File: config.mk
export PLATFORM = sky130hd
export DESIGN_NAME = nice_axis_tick_generator_unit
export DESIGN_NICKNAME = d
export VERILOG_FILES = /design/src/rtl/core/natg_pkg.sv /design/src/rtl/core/natg_datapath.sv /design/src/rtl/core/natg_controller.sv /design/src/rtl/core/nice_axis_tick_generator_unit.sv
export SDC_FILE = /design/constraint.sdc
export NUM_CORES = 2
export LEC_CHECK = 0
export BUFFER_PORTS_ARGS = -buffer_cell sky130_fd_sc_hd__buf_4
export CAP_MARGIN = 30
export CORE_ASPECT_RATIO = 1.2
export CORE_MARGIN = 5
export CORE_UTILIZATION = 40
export CTS_CLUSTER_SIZE = 8
export DETAILED_ROUTE_END_ITERATION = 6
export HOLD_SLACK_MARGIN = 0.08
export PLACE_DENSITY = 0.61
export SYNTH_ARGS = -nofsm -noshare
export SYNTH_HDL_FRONTEND = slang
export SYNTH_SLANG_ARGS = --single-unit
File: constraint.sdc
create_clock -name clk -period 10.35 [get_ports clk]
set_input_delay 1.5525 -clock clk [delete_from_list [all_inputs] [get_ports clk]]
set_output_delay 1.5525 -clock clk [all_outputs]
set_load 0.005 [all_outputs]
File: src/rtl/core/natg_pkg.sv
// ----------------------------------------------------------------------------
// natg_pkg
// Shared constants, types and controller codes for the axis tick generator.
// ----------------------------------------------------------------------------
package natg_pkg;

  localparam int DECIMAL_DIGITS = 3;
  localparam int MAX_TICKS      = 32;
  localparam int CNT_W          = $clog2(MAX_TICKS);

  localparam logic [33:0] UNIT = 34'(10 ** DECIMAL_DIGITS);
  localparam logic [32:0] HALF = 33'(10 ** DECIMAL_DIGITS / 2);

  localparam logic [CNT_W-1:0] LAST_COUNT = CNT_W'(MAX_TICKS - 1);

  localparam logic [2:0] REG_TARGET_TICKS = 3'd0;
  localparam logic [4:0] TARGET_RESET     = 5'd5;

  typedef enum logic [3:0] {
    ST_IDLE,
    ST_NICE,
    ST_ROUND,
    ST_DIV_LO,
    ST_FIX_LO,
    ST_DIV_HI,
    ST_FIX_HI,
    ST_EMIT
  } state_t;

  typedef struct packed {
    logic load;
    logic nice_init;
    logic nice_step;
    logic round_init;
    logic round_step;
    logic div_init;
    logic div_sel_hi;
    logic div_step;
    logic fix_lo;
    logic fix_hi;
    logic emit_init;
    logic emit_step;
  } natg_cmd_t;

  typedef struct packed {
    logic nice_hit;
    logic round_hit;
    logic div_last;
    logic emit_last;
  } natg_status_t;

endpackage

File: src/rtl/core/natg_datapath.sv
// ----------------------------------------------------------------------------
// natg_datapath
// Range ordering, 1-2-5 rounding, remainder unit and tick counter.
// ----------------------------------------------------------------------------
module natg_datapath import natg_pkg::*; (
  input  logic               clk,
  input  natg_cmd_t          cmd,
  output natg_status_t       status,
  input  logic        [4:0]  target_ticks,
  input  logic signed [30:0] range_low,
  input  logic signed [30:0] range_high,
  output logic signed [35:0] tick_value,
  output logic        [33:0] tick_step,
  output logic               last_tick
);

  logic signed [32:0] lo, hi;
  logic        [34:0] p;
  logic        [33:0] nice;
  logic        [37:0] prod;
  logic        [33:0] step;
  logic        [31:0] m;
  logic        [33:0] rem;
  logic        [4:0]  cnt;
  logic signed [35:0] first, last, t;
  logic [CNT_W-1:0]   count;

  logic signed [32:0] a_ext, b_ext;
  logic        [31:0] span;
  logic        [36:0] p1, p2, p5;
  logic        [4:0]  den;
  logic        [37:0] prod10, num2, prod3, prod7;
  logic        [34:0] rem_sh;
  logic signed [32:0] x;
  logic signed [35:0] x36, rem36, step36, t_next;

  assign a_ext  = 33'(range_low);
  assign b_ext  = 33'(range_high);
  assign span   = 32'(hi - lo);
  assign p1     = 37'(p);
  assign p2     = 37'(p) << 1;
  assign p5     = (37'(p) << 2) + 37'(p);
  assign den    = (target_ticks >= 5'd2) ? target_ticks - 5'd1 : 5'd1;
  assign prod10 = (prod << 3) + (prod << 1);
  assign num2   = 38'(nice) << 1;
  assign prod3  = (prod << 1) + prod;
  assign prod7  = (prod << 3) - prod;
  assign rem_sh = {rem, m[31]};
  assign x      = cmd.div_sel_hi ? hi : lo;
  assign x36    = cmd.fix_hi ? 36'(hi) : 36'(lo);
  assign rem36  = 36'(rem);
  assign step36 = 36'(step);
  assign t_next = t + step36;

  assign status.nice_hit  = (span == 32'd0) || (37'(span) <= p5);
  assign status.round_hit = (nice < 34'(den)) || (prod10 > 38'(nice));
  assign status.div_last  = (cnt == 5'd31);
  assign status.emit_last = (t_next > last) || (count == LAST_COUNT);

  assign tick_value = t;
  assign tick_step  = step;
  assign last_tick  = status.emit_last;

  always_ff @(posedge clk) begin
    if (cmd.load) begin
      if (a_ext == b_ext) begin
        lo <= a_ext - HALF;
        hi <= a_ext + HALF;
      end else if (a_ext > b_ext) begin
        lo <= b_ext;
        hi <= a_ext;
      end else begin
        lo <= a_ext;
        hi <= b_ext;
      end
    end
    if (cmd.nice_init || cmd.round_init) begin
      p <= 35'd1;
    end
    if (cmd.nice_step) begin
      if (span == 32'd0) begin
        nice <= UNIT;
      end else if (37'(span) <= p1) begin
        nice <= 34'(p1);
      end else if (37'(span) <= p2) begin
        nice <= 34'(p2);
      end else if (37'(span) <= p5) begin
        nice <= 34'(p5);
      end else begin
        p <= 35'((p1 << 3) + (p1 << 1));
      end
    end
    if (cmd.round_init) begin
      prod <= 38'(den);
    end
    if (cmd.round_step) begin
      if (nice < 34'(den)) begin
        step <= 34'd1;
      end else if (prod10 <= 38'(nice)) begin
        prod <= prod10;
        p    <= 35'((p1 << 3) + (p1 << 1));
      end else if (num2 < prod3) begin
        step <= 34'(p1);
      end else if (38'(nice) < prod3) begin
        step <= 34'(p2);
      end else if (38'(nice) < prod7) begin
        step <= 34'(p5);
      end else begin
        step <= 34'((p1 << 3) + (p1 << 1));
      end
    end
    if (cmd.div_init) begin
      m   <= 32'(x[32] ? -x : x);
      rem <= 34'd0;
      cnt <= 5'd0;
    end
    if (cmd.div_step) begin
      rem <= (rem_sh >= 35'(step)) ? 34'(rem_sh - 35'(step)) : rem_sh[33:0];
      m   <= m << 1;
      cnt <= cnt + 5'd1;
    end
    if (cmd.fix_lo) begin
      if (!x36[35]) begin
        first <= x36 - rem36;
      end else begin
        first <= x36 + rem36 - ((rem != 34'd0) ? step36 : 36'sd0);
      end
    end
    if (cmd.fix_hi) begin
      if (!x36[35]) begin
        last <= x36 - rem36 + ((rem != 34'd0) ? step36 : 36'sd0);
      end else begin
        last <= x36 + rem36;
      end
    end
    if (cmd.emit_init) begin
      t     <= first;
      count <= '0;
    end
    if (cmd.emit_step) begin
      t     <= t_next;
      count <= count + CNT_W'(1);
    end
  end

endmodule

File: src/rtl/core/natg_controller.sv
// ----------------------------------------------------------------------------
// natg_controller
// Sequencer for one request: round span, pick step, align ends, emit ticks.
// ----------------------------------------------------------------------------
module natg_controller import natg_pkg::*; (
  input  logic         clk,
  input  logic         rst,
  input  logic         start,
  output logic         busy,
  output logic         result_valid,
  input  natg_status_t status,
  output natg_cmd_t    cmd
);

  state_t state, state_next;

  always_ff @(posedge clk) begin
    if (rst) begin
      state <= ST_IDLE;
    end else begin
      state <= state_next;
    end
  end

  always_comb begin
    state_next   = state;
    cmd          = '0;
    busy         = 1'b1;
    result_valid = 1'b0;
    case (state)
      ST_IDLE: begin
        busy = 1'b0;
        if (start) begin
          cmd.load      = 1'b1;
          cmd.nice_init = 1'b1;
          state_next    = ST_NICE;
        end
      end
      ST_NICE: begin
        cmd.nice_step = 1'b1;
        if (status.nice_hit) begin
          cmd.round_init = 1'b1;
          state_next     = ST_ROUND;
        end
      end
      ST_ROUND: begin
        cmd.round_step = 1'b1;
        if (status.round_hit) begin
          state_next = ST_DIV_LO;
        end
      end
      ST_DIV_LO: begin
        if (status.div_last) begin
          cmd.div_step = 1'b1;
          state_next   = ST_FIX_LO;
        end else begin
          cmd.div_step = 1'b1;
        end
      end
      ST_FIX_LO: begin
        cmd.fix_lo     = 1'b1;
        cmd.div_init   = 1'b1;
        cmd.div_sel_hi = 1'b1;
        state_next     = ST_DIV_HI;
      end
      ST_DIV_HI: begin
        cmd.div_step = 1'b1;
        if (status.div_last) begin
          state_next = ST_FIX_HI;
        end
      end
      ST_FIX_HI: begin
        cmd.fix_hi    = 1'b1;
        cmd.emit_init = 1'b1;
        state_next    = ST_EMIT;
      end
      ST_EMIT: begin
        cmd.emit_step = 1'b1;
        result_valid  = 1'b1;
        if (status.emit_last) begin
          state_next = ST_IDLE;
        end
      end
      default: begin
        state_next = ST_IDLE;
      end
    endcase
    if (state == ST_ROUND && status.round_hit) begin
      cmd.div_init = 1'b1;
    end
  end

endmodule

File: src/rtl/core/nice_axis_tick_generator_unit.sv
// ----------------------------------------------------------------------------
// nice_axis_tick_generator_unit
// Ticks: one tick per cycle once the tick run starts.
// Requests: one at a time; busy stays high through the decade search,
// the two remainder passes and the tick run (up to MAX_TICKS).
// Reset: synchronous; sequencer idles and target_ticks returns to 5.
// Results carry a one-cycle strobe and cannot be stalled.
// ----------------------------------------------------------------------------
module nice_axis_tick_generator_unit import natg_pkg::*; (
  input  logic               clk,
  input  logic               rst,
  input  logic               start,
  output logic               busy,
  input  logic signed [30:0] range_low,
  input  logic signed [30:0] range_high,
  output logic               result_valid,
  output logic signed [35:0] tick_value,
  output logic        [33:0] tick_step,
  output logic               last_tick,
  input  logic               psel,
  input  logic               penable,
  input  logic               pwrite,
  input  logic        [2:0]  paddr,
  input  logic        [31:0] pwdata,
  output logic        [31:0] prdata,
  output logic               pready
);

  logic [4:0]   target_ticks;
  natg_cmd_t    cmd;
  natg_status_t status;

  assign pready = 1'b1;
  assign prdata = (paddr == REG_TARGET_TICKS) ? {27'd0, target_ticks} : 32'd0;

  always_ff @(posedge clk) begin
    if (rst) begin
      target_ticks <= TARGET_RESET;
    end else if (psel && penable && pwrite && pready && paddr == REG_TARGET_TICKS) begin
      target_ticks <= pwdata[4:0];
    end
  end

  natg_controller u_ctrl (
    .clk          (clk),
    .rst          (rst),
    .start        (start),
    .busy         (busy),
    .result_valid (result_valid),
    .status       (status),
    .cmd          (cmd)
  );

  natg_datapath u_dp (
    .clk          (clk),
    .cmd          (cmd),
    .status       (status),
    .target_ticks (target_ticks),
    .range_low    (range_low),
    .range_high   (range_high),
    .tick_value   (tick_value),
    .tick_step    (tick_step),
    .last_tick    (last_tick)
  );

endmodule

==> qor.txt <==
layout cells sized above 1: 6.43%
CTS root buffer: clkbuf_16
CP peak stage delay: 960 ps
MaxCap Viol Count: 0
worst slew pin tran: 1060 ps
LEAKAGE: 22.3 nW
row count: 136
antenna violations before repair: 4
buffer and inverter count on the worst path: 2
# H-tree levels: 2
Metal-1 WL: 61600 um
Final HPWL DP: 112000 um
# nets final: 6503
synthesized flop and latch total: 397
Die Area: 121000 sq um
largest cells by area after synthesis: edfxtp_1 21%, ha_1 19%, a21oi_1 5.9%, xnor2_1 4.6%, a21o_1 4.2%
reg-to-reg startpoint: u_ctrl.state[1]
Initial Util: 40.1%
wire length on met3: 7460 um
CP Class: flop to output port
status: finished, final reports clean
Async SR Flop Fraction: 0%
gr usage total: 21.8%
Worst Setup Start Kind: flop
TritonCTS clock tree: done
cell taking the most area after synthesis: edfxtp_1
Worst path most repeated cell: o21bai_1
Fin. Hold Viols: 0
vias: 41500
Synth cell types: 91
Post-synth EDFFs: 315
Setup crit end: last_tick
worst setup path start: u_dp.tick_step[4]
synthesized area: 45800 sq um
cell family with most CP delay: compound AO/OA/AOI/OAI gates
number of global-route vias before repair: 39300
Clock Tree Buf Depth: 3
CTS buffer count: 57
IO Count: 209
Place WS: 1970 ps
pin count of the biggest net entering global routing: 67
sequential area share after synthesis: 24.3%
synthesized area per cell: 8.15 sq um
R2R Setup Slk: 2260 ps
PortBufs: 153
Final setup viols: 0
drt initial violations: 3217
share of the synthesized area in the top cell type: 20.7%
reg2reg path depth: 31
Final Critical Period: 9340 ps
Worst setup EP type: output port
drt total wl: 140000 um
Hold Crit Class: flop to flop
Tcrit/Tclk final: 90.3%
Syn-to-layout area delta: 9.72%
antenna-violating nets left: 0
CP arrival: 7790 ps
slowest cell on the critical path: a2111oi_0
average routed wire per standard cell: 19.2 um
pwr dens: 322 nW/um^2
setup ws final: 1010 ps
met2 WL post-DR: 64900 um
Syn Inst Count: 5614
Core Region: 114000 sq um
predominant post-synthesis flop cell: edfxtp_1
crit path cell chain: ha_1 -> inv_1 -> o21bai_1 -> o2111ai_1 -> a2111oi_0 -> o21bai_1 -> a31oi_1 -> a31oi_1 -> a221o_1 -> a21boi_0 -> o21ai_0 -> a211oi_1 -> mux2i_1 -> nand2_1 -> ha_1 -> nand2_1 -> nor3_1 -> nand3_1 -> nor2_1 -> a2111oi_0 -> mux2i_1 -> o21bai_1 -> buf_4
Post-CTS Hold Fix Bufs: 0
Fin Clk Skew: 32.3 ps
Crit Path Max Fanout: 4
synth warn: 0
CTS clk-pin slew, worst paths: 60 ps
GPL Wtd Cong: 0.939
Fmax achieved: 0.107 GHz
die width: 319 um
Worst VDD drop: 452 uV
GRT overflow: 0
RSZ-0062 raised after global routing: false
Final Max Slew Viols: 0
Remaining DRCs: 0
Pre-antenna DRT Iters: 6
worst-skew pair later-pin latency: 650 ps
Worst slew margin: 27.7%
first-pass GRT wire length: 217000 um
Vias/cell: 5.70
# resized after CTS: 0
RR Endpoint: u_dp.first[35]
die height: 381 um
setup_tns: 0 ps
Setup Buffers After CTS: 0
worst path required time: 8800 ps
CTS sink cnt: 397
highest metal used: met4
number of cells on the critical path: 23
[report_power, final]
| part | internal (mW) | total, mW | switching, mW |
|---|---|---|---|
| Combinational | 4.78 | 11.7 | 6.87 |
| Sequential | 2.32 | 2.73 | 0.411 |
| Clock | 1.05 | 1.79 | 0.742 |
| Total | 8.15 | 16.2 | 8.02 |
[cell usage in the layout, fill, tap and decap left out, types with 71 or more instances in the layout]
cell type / Yosys / routed
o21ai_0: 369 / 361
mux2i_1: 72 / 72
nand2b_1: 78 / 77
nor2_1: 461 / 457
inv_1: 473 / 468
xnor2_1: 238 / 238
edfxtp_1: 315 / 315
a21o_1: 255 / 255
buf_4: 29 / 205
nor3_1: 125 / 125
a21oi_1: 539 / 537
nand2_1: 458 / 456
xor2_1: 122 / 122
ha_1: 680 / 680
nand3_1: 90 / 90
nand4_1: 90 / 90
dfxtp_1: 82 / 82
a211oi_1: 71 / 71
[per-stage QoR]
step                      std cells  cell area [sq um]  util [%]  hold slack [ps]  power [mW]
final                          7277              50200      44.0              511        16.2
after global routing           7277              50200      44.0              530        17.7
after CTS                      7276              50200      44.0              513        16.2
after detailed placement       7169              48500      42.5              508        14.3
after global placement         7157              48400      42.4              499        14.0
after floorplan                5640              45900         -              479        11.4
[synthesized netlist by cell type (11+ instances only)]
master     instances
a2111oi_0         14
or2_2             22
a21o_1           255
buf_4             29
a211oi_1          71
a21oi_1          539
nor2b_1           70
a31o_2            12
nand2_1          458
xnor2_1          238
mux2_1            23
o21bai_1          65
a22oi_1           34
o21a_1            66
a21boi_0          15
mux2_2            18
buf_1             15
edfxtp_1         315
dfxtp_1           82
nand4_1           90
or3_1             36
o21ai_0          369
a211o_1           13
mux2i_1           72
o31a_1            11
nor2_1           461
nor4_1            29
o211ai_1          43
nand3_1           90
xor2_1           122
nor3_1           125
ha_1             680
o22ai_1           19
a31oi_1           44
and2_1            28
a221oi_1          12
clkbuf_1         145
o31ai_1           30
a22o_1            58
and3_1            56
o2111ai_1         12
and4_1            11
nand2b_1          78
inv_1            473
[per-layer routing]
metal / vias to the layer above / global-route usage, %
li1: 20700 / -
met1: 19600 / 28.8
met2: 1034 / 36.8
met3: 208 / 2.80
met4: 0 / 7.84
met5: - / 0
[registers in the layout (all words and copies together), names as in the netlist, 32 cells and up]
name             count
u_dp.m              32
u_dp.tick_step      34
u_dp.p              35
u_dp.last           36
u_dp.first          36
u_dp.prod           38
u_dp.hi             32
u_dp.rem            34
u_dp.nice           34
u_dp.tick_value     36
u_dp.lo             32
[how the worst min path moves through the flow]
stage | startpoint | to | slack, ps | cells past startpoint
5_1_grt | u_dp.first[24] | u_dp.tick_value[24] | 530 | 2
4_1_cts | u_dp.first[24] | u_dp.tick_value[24] | 510 | 2
3_3_place_gp | u_dp.first[3] | u_dp.tick_value[3] | 500 | 2
6_report | u_dp.first[24] | u_dp.tick_value[24] | 510 | 2
2_1_floorplan | u_dp.prod[35] | u_dp.prod[35] | 480 | 2
3_5_place_dp | u_dp.first[1] | u_dp.tick_value[1] | 510 | 2
[worst min-delay path, cell delays in order, from the launching register on]
cell and delay [ps]:
edfxtp_1 310, nand2_1 50, nand2_1 50
[layout make-up]
| class | instances | area (sq um) |
|---|---|---|
| fill | 11400 | 64000 |
| sequential | 397 | 11100 |
| timing repair buffer | 212 | 1600 |
| clock buffer | 102 | 1630 |
| antenna | 1 | 2.50 |
| clock inverter | 5 | 47.5 |
| tap | 1518 | 1900 |
| inverter | 474 | 1780 |
| multi-input combinational | 4568 | 32200 |
[kinds of logic (layout without fill, tap and decap cells)]
kind of cell    Yosys count  count (layout)  share of synthesized area (%)
simple gates           1591            1591                           16.4
fa+ha+maj               690             690                           19.0
buf+inv                 675             793                           5.85
flops                   397             397                           24.3
other cells               2              29                         0.0164
mux                     113             113                           2.58
compound gates         1786            1786                           25.0
xor+xnor                360             360                           6.89
No activity file was read; power rests on OpenSTA's default activity.
